===== config.mk =====
export PLATFORM = sky130hd
export DESIGN_NAME = skb_front
export DESIGN_NICKNAME = d
export VERILOG_FILES = /design/src/hw/rtl/skb_pkg.sv /design/src/hw/rtl/skb_front.sv
export SDC_FILE = /design/constraint.sdc
export NUM_CORES = 1
export LEC_CHECK = 0
export ABC_AREA = 0
export BUFFER_PORTS_ARGS = -buffer_cell sky130_fd_sc_hd__buf_2
export CAP_MARGIN = 0
export CORE_MARGIN = 2
export CORE_UTILIZATION = 36
export CTS_BUF_LIST = sky130_fd_sc_hd__clkbuf_4 sky130_fd_sc_hd__clkbuf_8
export DETAILED_ROUTE_END_ITERATION = 16
export GPL_TIMING_DRIVEN = 0
export PLACE_DENSITY = 0.87
export SLEW_MARGIN = 20
export SYNTH_ARGS = -nofsm -noshare
export SYNTH_HDL_FRONTEND = slang
export SYNTH_SLANG_ARGS = --single-unit

===== constraint.sdc =====
create_clock -name clk -period 2.44 [get_ports clk]
set_clock_uncertainty 0.15 [all_clocks]
set_input_delay 0.366 -clock clk [delete_from_list [all_inputs] [get_ports clk]]
set_output_delay 0.366 -clock clk [all_outputs]
set_load 0.03 [all_outputs]

===== src/hw/rtl/skb_pkg.sv =====
// ----------------------------------------------------------------------------
// skb_pkg: shared types and constants for the scancode key buffer
// Command codes, scancode constants and the command queue entry.
// ----------------------------------------------------------------------------
`default_nettype none

package skb_pkg;

  // Default sizes
  localparam int RING_SLOTS_DEF  = 16;
  localparam int MAP_ENTRIES_DEF = 128;

  // Command queue depth between front and back
  localparam int QUEUE_DEPTH = 2;

  // Input modes
  localparam logic [1:0] MODE_SCAN  = 2'd0;
  localparam logic [1:0] MODE_POP   = 2'd1;
  localparam logic [1:0] MODE_PEEK  = 2'd2;
  localparam logic [1:0] MODE_MAPWR = 2'd3;

  // Set-1 scancodes of the modifier keys (low seven bits)
  localparam logic [6:0] SC_LSHIFT = 7'h2a;
  localparam logic [6:0] SC_LCTRL  = 7'h1d;
  localparam logic [6:0] SC_LALT   = 7'h38;
  localparam int         SC_REL_BIT = 7;

  // Modifier bit positions
  localparam int MOD_SHIFT = 0;
  localparam int MOD_CTRL  = 1;
  localparam int MOD_ALT   = 2;

  // Key map levels
  localparam logic [1:0] LVL_NORMAL  = 2'd0;
  localparam logic [1:0] LVL_SHIFTED = 2'd1;
  localparam logic [1:0] LVL_CTRL    = 2'd2;
  localparam logic [1:0] LVL_ALT     = 2'd3;

  // Classified commands
  typedef enum logic [2:0] {
    OP_NOP,
    OP_KEY,
    OP_POP,
    OP_PEEK,
    OP_MAPWR
  } skb_op_t;

  // One command handed from front to back
  typedef struct packed {
    skb_op_t     op;
    logic [6:0]  row;
    logic [1:0]  level;
    logic [15:0] value;
    logic [2:0]  mods;
  } skb_cmd_t;

endpackage

`default_nettype wire


===== src/hw/rtl/skb_front.sv =====
// ----------------------------------------------------------------------------
// skb_front: command intake and classification
// Accepts items, tracks the modifier keys and queues one command per item.
// ----------------------------------------------------------------------------
`default_nettype none

module skb_front
  import skb_pkg::*;
#(
  parameter int MAP_ENTRIES = MAP_ENTRIES_DEF
) (
  input  wire logic        clk,
  input  wire logic        rst_n,
  input  wire logic        start,
  output logic             busy,
  input  wire logic [1:0]  in_mode,
  input  wire logic [7:0]  in_scancode,
  input  wire logic [6:0]  in_map_index,
  input  wire logic [1:0]  in_map_level,
  input  wire logic [15:0] in_map_value,
  input  wire logic        q_full,
  output logic             q_push,
  output skb_cmd_t         q_data
);

  logic [2:0] mods_r, mods_nxt;
  logic       accept;
  logic       is_rel;
  logic [6:0] code;
  logic       sc_in_map;
  logic       idx_in_map;
  logic       is_mod;
  logic [2:0] mod_mask;

  assign busy   = q_full;
  assign accept = start && !q_full;
  assign q_push = accept;

  assign code       = in_scancode[6:0];
  assign is_rel     = in_scancode[SC_REL_BIT];
  assign sc_in_map  = ({1'b0, in_scancode} < 9'(MAP_ENTRIES));
  assign idx_in_map = ({1'b0, in_map_index} < 8'(MAP_ENTRIES));

  // Decode the modifier key
  always_comb begin
    mod_mask = 3'b000;
    priority if (code == SC_LSHIFT) begin
      mod_mask[MOD_SHIFT] = 1'b1;
    end else if (code == SC_LCTRL) begin
      mod_mask[MOD_CTRL] = 1'b1;
    end else if (code == SC_LALT) begin
      mod_mask[MOD_ALT] = 1'b1;
    end else begin
      mod_mask = 3'b000;
    end
  end
  assign is_mod = (mod_mask != 3'b000);

  // Classify the item and update the modifiers
  always_comb begin
    mods_nxt       = mods_r;
    q_data.op      = OP_NOP;
    q_data.row     = code;
    q_data.level   = in_map_level;
    q_data.value   = in_map_value;
    unique case (in_mode)
      MODE_SCAN: begin
        if (in_scancode != 8'd0) begin
          if (is_mod) begin
            mods_nxt = is_rel ? (mods_r & ~mod_mask) : (mods_r | mod_mask);
          end else if (!is_rel && sc_in_map) begin
            q_data.op = OP_KEY;
          end
        end
      end
      MODE_POP:  q_data.op = OP_POP;
      MODE_PEEK: q_data.op = OP_PEEK;
      MODE_MAPWR: begin
        q_data.row = in_map_index;
        if (idx_in_map) begin
          q_data.op = OP_MAPWR;
        end
      end
      default: q_data.op = OP_NOP;
    endcase
    q_data.mods = mods_nxt;
  end

  // Hold the modifier state
  always_ff @(posedge clk) begin
    if (!rst_n) begin
      mods_r <= 3'b000;
    end else if (accept) begin
      mods_r <= mods_nxt;
    end
  end

endmodule

`default_nettype wire


After elaboration in Yosys (flattened, before gate mapping)
Index checks and enable logic that the tools add are counted.

Bits in registers: 3. Word-level logic and storage cells: 32. Output and inout bits: 33. Bits of input ports: 39.

Multiplexer cells: 14. Equality and inequality tests: 6. Reduce and logical (&&, ||, !) cells: 7. Magnitude comparators: 1. Bitwise gates (word level): 3.

Operator list (number): 7-bit by 6-bit == test with 1-bit output (second input constant) (2); 3-bit 2-to-1 mux (4); 3-bit one-hot mux with 4 select lines (1); 8-bit < comparator (second input constant) (1); 8-bit nonzero test (1); 7-bit by 5-bit == test with 1-bit output (second input constant) (1); 1-bit 2-to-1 mux (7); 7-bit 2-to-1 mux (1); 2-bit == test (second input constant) (2); 3-bit bitwise AND (1); 3-bit NOT (1); 3-bit bitwise OR (1); 3-bit nonzero test (1); 2-bit by 1-bit == test with 1-bit output (second input constant) (1); 1-bit logical AND (2); 1-bit logical NOT (2); 2-bit logical NOT (1); 2-bit 2-to-1 mux (1).

Logic depth before layout (Yosys ltp)
Depth after elaboration: 10. Depth in mapped cells: 6. Depth with buffers taken out: 6.

Worst setup path after synthesis
OpenSTA, ideal clock, no wires.

Path type: in2out. From: in in_mode[0]. To: out q_data[1] (netlist bit). Setup slack: -235 ps. Arrival time: 2159 ps. Data required time: 1924 ps. Cell stages on the path: 5. Path buffers: 0. Cell sequence: inv_1 -> ha_1 -> nand3b_2 -> or2_1 -> o41ai_1.

RTL lines: start, declared (RTL line skb_front.sv:16) `input wire logic [1:0] in_mode,`; end, declared (RTL line skb_front.sv:23) `output skb_cmd_t q_data`.

==> results by group <==
Worst setup path
  • Slowest-stage cell, CP: or2_1
  • Critical Path AT: 1.82 ns
  • CP Data Required Time: 1.92 ns
  • Crit Path Max Fanout: 5
  • R2r endpoint: mods_r[0]
  • Critical path's largest stage delay: 0.35 ns
  • Worst R2R Path Depth: 1
  • Crit path max-delay family: simple AND/OR/NAND/NOR gates
  • Crit end category: primary output
  • Most frequent CP cell: buf_2
  • Crit start category: input port
  • Reg-to-Reg Start: mods_r[0]
  • Worst Path Buf+Inv: 3
  • Crit Path Class: input port to primary output
  • Worst path cell trace: buf_2 -> inv_1 -> ha_1 -> nand3b_2 -> or2_1 -> o31ai_2 -> o41ai_2 -> buf_2
  • R2r setup slk: 1.66 ns

Timing
  • Measured slew at the worst slew-check pin: 0.373 ns
  • Tcrit/Tclk final: 0.959
  • Post-Route Setup TNS: 0 ns
  • RSZ-0062 raised after global routing: no
  • Max Clock Freq: 427 MHz
  • Minimum clock period: 2.34 ns
  • Fin Hold WS: 0.239 ns
  • Final setup violation count: 0
  • Pins Over Slew Limit: 0
  • Final hold viol count: 0
  • Relative slew slack: 0.752

Yosys
  • Ys flop type: dfxtp_1
  • Synthesized area: 596 µm²
  • Top-count cell post-synth: buf_4
  • Register area share after synthesis: 0.101
  • Area leader, netlist: buf_4
  • Synth top cells by count: buf_4 (19), mux2_2 (7)
  • #FFs+latches synth: 3
  • Async S/R FF share, synth: 0
  • Synth top area cells: buf_4 (24%), mux2_2 (13%), dfxtp_1 (10%)
  • Post-synth EDFFs: 0
  • Synth Warn #: 0
  • Synthesized area per cell: 8.51 µm²
  • Yosys top cell area share: 0.239
  • Cells after synthesis: 70
  • Cell variety after synth: 25
  • Synth Net Count: 113

Power
  • Combinational power share: 0.526
  • Seq pwr share: 0.151
  • Clock group share of total power: 0.323
  • VDD IR max: 0.196 mV
  • Cell internal pwr: 190 µW
  • NetSw: 137 µW
  • Switching Fraction: 0.419
  • Power Density: 354 nW/µm²
  • Leakage power: 0.000514 µW

Clock tree
  • Clock root buffer: clkbuf_4
  • H-tree levels: 1
  • CTS tree: yes
  • Max clock buf depth: 2
  • Setup Buffers After CTS: 0
  • TritonCTS Buffers: 3
  • Clock Sinks: 3
  • Clk Latency, worst-skew pair: 0.24 ns
  • Post-CTS sizing: 0
  • Reg clk slew, reported paths: 0.04 ns
  • # hold bufs at CTS: 0

Drt
  • Drt drc: 0
  • Routed vias: 695
  • Drt total wl: 1500 µm
  • DRT iter0 DRCs: 5
  • Routed wire length per instance: 10.5 µm
  • Vias per inst: 4.86
  • Drt first pass iters: 4
  • Post-route ant nets: 0

Layout
  • Multi-input logic area: 382 µm²
  • Biggest registers after layout: mods_r (3)
  • Largest register FFs: 3
  • Register area: 60.1 µm²
  • Antenna cells: 0
  • Layout cells sized above 1: 0.732
  • # nets final: 171
  • Area Overhead vs Synth: 55.0%
  • Layout filler cell count: 146
  • Most flop-heavy register: mods_r

Job
  • Max_cap viols: 0

Die
  • Die width: 44.7 µm
  • Core area: 1520 µm²
  • Top Ports: 72
  • Initial Util: 0.391
  • # rows: 14
  • Die Ht: 44.7 µm
  • Die area: 2000 µm²

Min path
  • Hold EP: mods_r[2]
  • Worst Hold Launch: rst_n
  • HP Class: input port to flip-flop
  • Worst Hold Depth: 2

Status
  • Status: finished clean

Place
  • Port bufs: 53
  • Gp weighted congestion: 0.742
  • Detailed placer's ending HPWL: 1240 µm

Global routing
  • Initial antenna violation count: 0
  • Number of global-route vias before repair: 543
  • Global route overflow: 0
  • All-layer global routing usage: 0.140
  • First-pass GRT wire length: 2020 µm
  • Largest net degree at the start of global routing: 8
-- cell families after synthesis --
family | count (synthesis) | share of synthesized area
buffers and inverters | 25 | 0.279
and+or+nand+nor | 17 | 0.210
AOI/OAI and AO/OA | 13 | 0.176
muxes | 8 | 0.149
adders and majority gates | 4 | 0.0840
DFF | 3 | 0.101
-- area by class of cell --
cell class	count	share of cell area
inverters	4	0.0163
multi-input cells	42	0.413
clock buffers	4	0.0325
well taps	16	0.0217
plain buffers	21	0.164
flip-flops and latches	3	0.0650
repair buffers	53	0.287
-- worst max path at each step --
stage,startpoint,endpoint,slack (ns),depth (start not counted)
after global placement,in_mode[0],q_data[1],0.11,8
after CTS,in_mode[0],q_data[1],0.08,8
after detailed placement,in_mode[0],q_data[1],0.08,8
after floorplan,in_scancode[2],q_data[0],0.02,3
final,in_mode[0],q_data[1],0.1,8
after global routing,in_mode[0],q_data[1],0.02,7
-- metal layers --
metal	part of all wire	track usage
met5	0	0
met3	0.14	0.0327
met4	0.015	0.109
met2	0.46	0.246
met1	0.38	0.138
-- power by group through the flow --
stage / Combinational, µW / Clock [µW] / Sequential (µW)
2_1_floorplan: 121 / 0 / 50.1
6_report: 172 / 105 / 49.3
3_3_place_gp: 170 / 0 / 50.1
3_5_place_dp: 172 / 0 / 50.1
4_1_cts: 173 / 108 / 49.3
5_1_grt: 183 / 112 / 49.2
-- cells in the final DEF (no fill, tap or decap), drive strengths merged --
cell type / n
a211oi: 1
inv: 4
dfxtp: 3
mux2: 7
buf: 73
nand4: 1
clkbuf: 5
nand2: 4
or2: 1
nor2: 1
o41ai: 2
o21ai: 1
o211a: 2
nor4: 3
nand2b: 4
ha: 4
o31a: 1
or4: 1
mux2i: 1
or3b: 1
a21oi: 3
o31ai: 3
nand3b: 1
-- per-stage QoR --
| stage | cells | power (µW) | cell area [µm²] | setup slack, ns | utilization |
|---|---|---|---|---|---|
| after floorplan | 70 | 171 | 603 | 0.0197 | - |
| after global placement | 139 | 220 | 888 | 0.114 | 0.583 |
| after detailed placement | 139 | 223 | 888 | 0.0768 | 0.583 |
| after CTS | 143 | 331 | 918 | 0.0776 | 0.603 |
| after global routing | 143 | 344 | 923 | 0.0172 | 0.606 |
| final | 143 | 327 | 923 | 0.100 | 0.606 |
Note: power is estimated with default switching activity, not from simulation.
