<file path="config.mk">
export PLATFORM = sky130hd
export DESIGN_NAME = skb_queue
export DESIGN_NICKNAME = d
export VERILOG_FILES = /design/src/hw/rtl/skb_pkg.sv /design/src/hw/rtl/skb_queue.sv
export SDC_FILE = /design/constraint.sdc
export NUM_CORES = 1
export LEC_CHECK = 0
export BUFFER_PORTS_ARGS = -buffer_cell sky130_fd_sc_hd__buf_2
export CAP_MARGIN = 0
export CORE_ASPECT_RATIO = 0.7
export CORE_MARGIN = 3
export CORE_UTILIZATION = 55
export DETAILED_ROUTE_END_ITERATION = 7
export HOLD_SLACK_MARGIN = 0.06
export PLACE_DENSITY = 0.83
export SLEW_MARGIN = 20
export SYNTH_ARGS = -nofsm -noshare
export SYNTH_HDL_FRONTEND = slang
export SYNTH_SLANG_ARGS = --single-unit
export TNS_END_PERCENT = 20
</file>
<file path="constraint.sdc">
create_clock -name clk -period 5.4 [get_ports clk]
set_input_delay 0.27 -clock clk [delete_from_list [all_inputs] [get_ports clk]]
set_output_delay 0.27 -clock clk [all_outputs]
set_load 0.02 [all_outputs]
</file>
<file path="src/hw/rtl/skb_pkg.sv">
// ----------------------------------------------------------------------------
// skb_pkg: shared types and constants for the scancode key buffer
// Command codes, scancode constants and the command queue entry.
// ----------------------------------------------------------------------------
`default_nettype none

package skb_pkg;

  // Default sizes
  localparam int RING_SLOTS_DEF  = 16;
  localparam int MAP_ENTRIES_DEF = 128;

  // Command queue depth between front and back
  localparam int QUEUE_DEPTH = 2;

  // Input modes
  localparam logic [1:0] MODE_SCAN  = 2'd0;
  localparam logic [1:0] MODE_POP   = 2'd1;
  localparam logic [1:0] MODE_PEEK  = 2'd2;
  localparam logic [1:0] MODE_MAPWR = 2'd3;

  // Set-1 scancodes of the modifier keys (low seven bits)
  localparam logic [6:0] SC_LSHIFT = 7'h2a;
  localparam logic [6:0] SC_LCTRL  = 7'h1d;
  localparam logic [6:0] SC_LALT   = 7'h38;
  localparam int         SC_REL_BIT = 7;

  // Modifier bit positions
  localparam int MOD_SHIFT = 0;
  localparam int MOD_CTRL  = 1;
  localparam int MOD_ALT   = 2;

  // Key map levels
  localparam logic [1:0] LVL_NORMAL  = 2'd0;
  localparam logic [1:0] LVL_SHIFTED = 2'd1;
  localparam logic [1:0] LVL_CTRL    = 2'd2;
  localparam logic [1:0] LVL_ALT     = 2'd3;

  // Classified commands
  typedef enum logic [2:0] {
    OP_NOP,
    OP_KEY,
    OP_POP,
    OP_PEEK,
    OP_MAPWR
  } skb_op_t;

  // One command handed from front to back
  typedef struct packed {
    skb_op_t     op;
    logic [6:0]  row;
    logic [1:0]  level;
    logic [15:0] value;
    logic [2:0]  mods;
  } skb_cmd_t;

endpackage

`default_nettype wire

</file>
<file path="src/hw/rtl/skb_queue.sv">
// ----------------------------------------------------------------------------
// skb_queue: short command queue
// Decouples the intake side from the execution side.
// ----------------------------------------------------------------------------
`default_nettype none

module skb_queue
  import skb_pkg::*;
(
  input  wire logic     clk,
  input  wire logic     rst_n,
  input  wire logic     push,
  input  wire skb_cmd_t push_data,
  input  wire logic     pop,
  output skb_cmd_t      pop_data,
  output logic          full,
  output logic          empty
);

  localparam int PW = (QUEUE_DEPTH > 1) ? $clog2(QUEUE_DEPTH) : 1;
  localparam int CW = $clog2(QUEUE_DEPTH + 1);

  skb_cmd_t        slots_r [QUEUE_DEPTH];
  logic [PW-1:0]   wr_r, rd_r;
  logic [CW-1:0]   cnt_r;

  assign full     = (cnt_r == CW'(QUEUE_DEPTH));
  assign empty    = (cnt_r == '0);
  assign pop_data = slots_r[rd_r];

  // Store the pushed command
  always_ff @(posedge clk) begin
    if (push) begin
      slots_r[wr_r] <= push_data;
    end
  end

  // Advance pointers and count
  always_ff @(posedge clk) begin
    if (!rst_n) begin
      wr_r  <= '0;
      rd_r  <= '0;
      cnt_r <= '0;
    end else begin
      if (push) begin
        wr_r <= (wr_r == PW'(QUEUE_DEPTH - 1)) ? '0 : wr_r + PW'(1);
      end
      if (pop) begin
        rd_r <= (rd_r == PW'(QUEUE_DEPTH - 1)) ? '0 : rd_r + PW'(1);
      end
      if (push && !pop) begin
        cnt_r <= cnt_r + CW'(1);
      end else if (pop && !push) begin
        cnt_r <= cnt_r - CW'(1);
      end
    end
  end

endmodule

`default_nettype wire

</file>
## Word-level counts from Yosys, hierarchy flattened

Memory sizes are Yosys's and may differ from the RTL's. A register that Yosys moved wholly into a read port is not among the register bits.
Cells that the tools add are included.

- Add/sub/neg operators: 4
- Eq/ne operators: 1
- Multiplexer cells: 8
- Reductions and logical operators: 6

Operators with widths:

| kind | number |
|---|---|
| $mux W1 | 6 |
| $mux W2 | 2 |
| $add A1 B1 Y1 const B | 2 |
| $add A2 B1 Y2 const B | 1 |
| $eq A2 B2 Y1 const B | 1 |
| $logic_and A1 B1 Y1 | 2 |
| $logic_not A1 Y1 | 2 |
| $logic_not A2 Y1 | 1 |
| $reduce_bool A2 Y1 | 1 |
| $sub A2 B1 Y2 const B | 1 |

- Register bits after elaboration: 4
- RAM bits: 62
- Output and inout bits: 33
- Word-level logic and storage cells: 23
- Memories: 1

Memory list:

| memory | words | width | read ports | clocked after Yosys merged registers in | write ports | line | RTL |
|---|---|---|---|---|---|---|---|
| slots_r | 2 | 31 | 1 | 1 | 1 | skb_queue.sv:23 | `skb_cmd_t slots_r [QUEUE_DEPTH];` |

## Logic depth before layout (Yosys ltp)

Gate-level depths: netlist of the first run.

- Depth in word-level cells: 4
- Mapped depth: 5

## Worst setup path before layout of the first run

No wires, ideal clock.

- Path type: register -> register
- From: reg wr_r
- To: mem slots_r[0][0] (netlist name), enable pin
- Arrival time: 1.733 ns
- Setup slack: 3.243 ns
- Cell stages (with the launch flop): 2
- Path through: dfxtp_1 nor2b_1

RTL lines:

| item | line | RTL |
|---|---|---|
| from (decl) | skb_queue.sv:24 | `logic [PW-1:0] wr_r, rd_r;` |
| from (signal assigned) | skb_queue.sv:46 | `wr_r <= (wr_r == PW'(QUEUE_DEPTH - 1)) ? '0 : wr_r + PW'(1);` |
| to (decl) | skb_queue.sv:23 |  |

No word-level cell before the write port.

==> results.md, run 1 <==
- Outcome: finished clean
- Fin. Hold Viols: 0
- Post-Syn Area: around 2400 um^2
- Net Count, Synth: 154
- Clk_skew: 5.491 ps
- Die footprint: 5294 um^2
- Via count: 1,277
- Hold WC Path Type: in2reg
- Largest net degree at the start of global routing: 33
- Worst flop-to-flop path startpoint: wr_r
- Pre-antenna DRT Iters: 4
- Max Slew Vio Count: 0
- Fin crit share: 0.4118
- Setup WS pre-CTS: 3516 ps
- Syn Area/Cell: 20.72 um^2
- Hold-fix buffers, CTS: 0
- DR iter-0 viols: 68
- Setup_tns: 0 ps
- Die Span X: about 86 um
- CTS clk-pin slew, worst paths: 70 ps
- Clock Tree Buf Depth: 2
- Slew Limit Headroom: 0.3991
- Detailed-route DRC error count: 0
- CP Capture Point: pop_data[4]
- PortBufs: 67
- Worst slew pin tran: 899.4 ps
- # setup viols final: 0
- Final net count: 231
- Congestion Overflow GR: 0
- CP Buf/Inv Count: 2
- Initial antenna violation count: 0
- Critical path fanouts, max: 18
- Area contributors post-synth: edfxtp_1 76%, mux2_2 14%, dfxtp_1 4.1%
- CP Launch Type: flip-flop
- Cell taking the most area after synthesis: edfxtp_1
- Crit Path Category: reg2out
- # IOs: between 60 and 70
- Minimum clock period after layout: 2224 ps
- Most frequent cells in the layout: 67 x buf_2, 62 x edfxtp_1, 31 x mux2_2, 9 x clkbuf_8, 5 x dfxtp_1
- Vias in the first global route: ~1.4k
- Family with the most delay on the worst path: flip-flops
- Clock Tree Root: clkbuf_8
- Top cell type's share of synthesized area: 0.7615
- ANT nets after route: 0
- Initial core utilization: 0.5979
- CTS H-tree lvls: 3
- Post-CTS Setup Bufs: 0
- WL per Instance: 16.76 um
- Syn Inst Count: roughly 120
- YS warnings: 0
- Area grow syn2layout: 23.75%
- Latest clock arrival within the worst-skew pair: 340 ps
- Crit path max-delay cell type: dfxtp_1
- Worst EP arrival: 1950 ps
- Post-CTS sizing: 0
- N_diodes: 0
- Die span in y: slightly above 60 um
- Rows: 19
- Fin worst setup slack: 3176 ps
- Peak supply drop: around 280 uV
- Vias/cell: 5.088
- CTS tree: built
- Max incr delay on CP: 700 ps
- Unrepaired setup endpoints after global routing: false
- Fmax: between 400 and 500 MHz
- Count of cell types in the netlist: 16
- R2R Path End: slots_r[0][27]
- Critical path endpoint category: primary output
- Num CTS Buffers: 9
- Commonest non-fill, non-tap cell in the layout: buf_2
- Seq/Total Area, Yosys: 0.8025
- Pwr Density: between 300 and 400 nW/um^2
- RePlAce Congestion: roughly 0.76
- Max cap viols: 0
- DP Wirelength: 2884 um
- Clock sink count: 67
- Reg2reg setup slack: 3960 ps
- Synth Register Bits: 67
- Final wirelength: roughly 4200 um
- FILL cells: 255
- First-pass GRT wire length: 6423 um
- Area of the core: approximately 4100 um^2
- R2R cell count: 1
- Pleak: around 1.2 nW
- Worst-path cell chain: buf_4, mux2_2, buf_2
- GRT Total Usage: 0.1762
- Critical Path RT: 5130 ps
- Cell depth of the worst setup path: 3
- Layout cells sized above 1: 0.5628
## worst min path at each step
stage,start,endpoint,slack [ps],cells after the start
final,push_data[3],slots_r[1][3],120,1
after global routing,push_data[9],slots_r[1][9],90,1
after CTS,push_data[3],slots_r[1][3],100,1
after detailed placement,push_data[15],slots_r[1][15],460,1
after global placement,push_data[19],slots_r[0][19],460,1
after floorplan,push_data[0],slots_r[0][0],370,0
## sequential cells by signal, summed over array words and instances (netlist names), named ones only
| register | count |
|---|---|
| slots_r | 62 |
| cnt_r | 2 |
| wr_r | 1 |
| rd_r | 1 |
## per-stage QoR
stage / hold WS [ps] / cell area, um^2 / utilization / power [mW] / instances
after global routing: 90.81 / 3025 / 0.7399 / 1.164 / 251
after global placement: 457.2 / 2853 / 0.6977 / 0.7542 / 236
after detailed placement: 462.2 / 2853 / 0.6977 / 0.7617 / 236
after CTS: 99.62 / 3025 / 0.7399 / 1.128 / 251
final: 118.1 / 3025 / 0.7399 / 1.117 / 251
after floorplan: 368.9 / 2445 / - / 0.7073 / 118
## final cells by class
cell class              instances  area, um^2  area share
clock inverters                 5       45.04     0.01489
well taps                      52       65.06     0.02151
inverters                       1       3.754    0.001241
repair buffers                 69       350.3      0.1158
flip-flops and latches         67        1962      0.6485
multi-input cells              47       471.7      0.1559
clock buffers                  10       127.6     0.04218
## power breakdown
group	internal (mW)	leakage (nW)	switching [mW]
sequential	0.599	0.623	0.0124
combinational	0.0592	0.453	0.0786
clock	0.204	0.0863	0.164
total	0.862	1.16	0.255
## cells by family after synthesis
| group | synth area share |
|---|---|
| flops | 0.8025 |
| mux | 0.1428 |
| compound gates | 0.008189 |
| fa+ha+maj | 0.005117 |
| xor+xnor | 0.01075 |
| simple gates | 0.02303 |
| buf+inv | 0.007673 |
## routing by layer
| metal | up-vias | wire length [um] | track usage |
|---|---|---|---|
| met3 | 2 | 396 | 0.1225 |
| met4 | 0 | 17 | 0.04740 |
| met5 | - | 0 | 0 |
| met1 | 613 | 1729 | 0.1865 |
| met2 | 53 | 2063 | 0.2931 |
| li1 | 609 | - | - |
## synthesized netlist by cell type
cell,n
edfxtp_1,62
mux2_2,31
dfxtp_1,5
and2_1,4
buf_2,3
nor2b_1,2
xor2_1,2
a21boi_1,1
and2b_2,1
ha_1,1
inv_1,1
nor2_1,1
o21a_1,1
o21ai_0,1
or3_1,1
xnor2_1,1
No activity file was read; power rests on OpenSTA's default activity.
==> inputs of run 2 (changes only) <==
--- a/config.mk
+++ b/config.mk
@@ -9,10 +9,10 @@
 export CAP_MARGIN = 0
 export CORE_ASPECT_RATIO = 0.7
 export CORE_MARGIN = 3
-export CORE_UTILIZATION = 55
+export CORE_UTILIZATION = 51
 export DETAILED_ROUTE_END_ITERATION = 7
 export HOLD_SLACK_MARGIN = 0.06
-export PLACE_DENSITY = 0.83
+export PLACE_DENSITY = 0.78
 export SLEW_MARGIN = 20
 export SYNTH_ARGS = -nofsm -noshare
 export SYNTH_HDL_FRONTEND = slang
==> constraint.sdc (replaced) <==
create_clock -name clk -period 2.05 [get_ports clk]
set_input_delay 0.1025 -clock clk [delete_from_list [all_inputs] [get_ports clk]]
set_output_delay 0.1025 -clock clk [all_outputs]
set_load 0.02 [all_outputs]
==> run 2 against run 1 <==
  * First-iteration DRC count shrank 28%
  * Worst setup slack got worse by 2700 ps
  * Core utilization rose by 1.7 points
  * Sequential cell count unchanged
  * Global-route usage is 0.38 points higher
  * Power rose to 2.7 times the previous value
  * Largest cell class unchanged
  * Final area up 12%
  * Highest routed layer unchanged
  * Clock power rose to 2.6 times the previous value
  * Combinational power rose to 3.1 times the previous value
  * Routed wire length grew 7.3%
  * Register-to-register slack got worse by 3300 ps
  * Non-clock buffer count grew 34
==> results.md, run 2 (synthesis gave the netlist of run 1 again) <==
- Outcome: finished clean
- Commonest non-fill, non-tap cell in the layout: buf_2
- Via count: roughly 1.4k
- Most flops, register: slots_r
- Vias/cell: 4.899
- RePlAce Congestion: 0.7115
- Largest net degree at the start of global routing: 25
- Initial antenna violation count: 0
- Initial core utilization: 0.5458
- Worst EP arrival: roughly 1500 ps
- Clk network pwr share: 0.322
- Hold-fix buffers, CTS: 32
- Area grow syn2layout: 38.64%
- Minimum clock period after layout: 1558 ps
- Clock sink count: 67
- Congestion Overflow GR: 0
- Worst-case hold slack: 126.9 ps
- Proportion of power drawn by combinational gates: 0.144
- Detailed-route DRC error count: 0
- Area of the core: 4479 um^2
- Rows: 20
- CP Launch Type: flip-flop
- Seq pwr share: 0.534
- Most frequent cells in the layout: 67 x buf_2, 62 x edfxtp_1, 32 x dlygate4sd3_1, 31 x mux2_2, 9 x clkbuf_8
- WL per Instance: 15.67 um
- Unrepaired setup endpoints after global routing: false
- PortBufs: 67
- Slew Limit Headroom: 0.6787
- First-pass GRT wire length: about 7300 um
- Die Span X: between 80 and 90 um
- N_diodes: 0
- Vias in the first global route: ~1.6k
- Latest clock arrival within the worst-skew pair: 330 ps
- # setup viols final: 0
- Max Slew Vio Count: 0
- Num CTS Buffers: 9
- Fmax: 641.8 MHz
- Setup_tns: 0 ps
- Post-CTS Setup Bufs: 0
- Pleak: 1.314 nW
- Pwr Density: 884.4 nW/um^2
- Die footprint: 5674 um^2
- Critical Path RT: 1950 ps
- Int Pwr: roughly 2.3 mW
- Max cap viols: 0
- Clock Tree Root: clkbuf_8
- Metal3 WL: 362 um
- P_sw: 0.6774 mW
- Layout cells sized above 1: 0.4893
- Hold WC Path Type: in2reg
- WL met2: 2198 um
- Max layer used: met4
- Net Sw Frac: 0.2260
- # IOs: 68
- Critical path fanouts, max: 18
- Regs by FF count: slots_r (62), cnt_r (2)
- CTS H-tree lvls: 3
- Final net count: 265
- Worst slew pin tran: 482.0 ps
- CTS clk-pin slew, worst paths: 60 ps
- Fin. Hold Viols: 0
- Peak supply drop: ~600 uV
- Crit Path Category: reg2out
- Largest register FFs: 62
- DP Wirelength: 2791 um
- Post-CTS sizing: 0
- Clk_skew: 5.172 ps
- ANT nets after route: 0
- CTS tree: built
- Fin crit share: 0.7601
- Final wirelength: 4513 um
- Critical path endpoint category: primary output
- Clock Tree Buf Depth: 2
- DR iter-0 viols: 49
- Pre-antenna DRT Iters: 4
- Die span in y: ~64 um
- GRT Total Usage: 0.1801
- Met1 WL: 1896 um
## run 2: critical path, cell delays in order, from the launching register on
cell	delay [ps]
dfxtp_1	330
buf_4	260
mux2_2	380
buf_2	160
## run 2: metal layers
metal  track usage  vias up
met2        0.2944       58
met3       0.09665        6
met4       0.05660        0
met1        0.2016      672
li1              -      675
met5             0        -
## run 2: worst paths after layout
kind | cells after the start | slack [ps] | from | end
min | 3 | 130 | push | wr_r
max | 3 | 490 | flip-flop | pop_data[15]
max reg2reg | 2 | 670 | wr_r | slots_r[1][24]
min reg2reg | 2 | 510 | cnt_r[1] | cnt_r[1]
## run 2: through the flow
stage	utilization	std cells	total power, mW	setup WS, ps	area, um^2
2_1_floorplan	-	118	1.863	487.6	2447
3_3_place_gp	0.6466	241	1.998	734.9	2897
3_5_place_dp	0.6466	241	2.014	681.5	2897
4_1_cts	0.7567	288	3.028	462.0	3390
5_1_grt	0.7567	288	3.130	414.2	3390
6_report	0.7567	288	2.998	491.8	3390
## run 2: power by group through the flow
stage / Combinational, mW / Sequential (mW) / Clock (mW)
floorplan: 0.241 / 1.62 / 0
global placement: 0.376 / 1.62 / 0
detailed placement: 0.385 / 1.63 / 0
CTS: 0.435 / 1.60 / 0.993
global route: 0.466 / 1.61 / 1.06
finish: 0.432 / 1.60 / 0.966
## run 2: cell type report
| type | count | area, um^2 |
|---|---|---|
| Clock buffer | 10 | 127.6 |
| Clock inverter | 5 | 45.04 |
| Fill cell | 252 | 1090 |
| Inverter | 1 | 3.754 |
| Multi-Input combinational cell | 47 | 471.7 |
| Sequential cell | 67 | 1962 |
| Tap cell | 55 | 68.82 |
| Timing Repair Buffer | 103 | 710.7 |
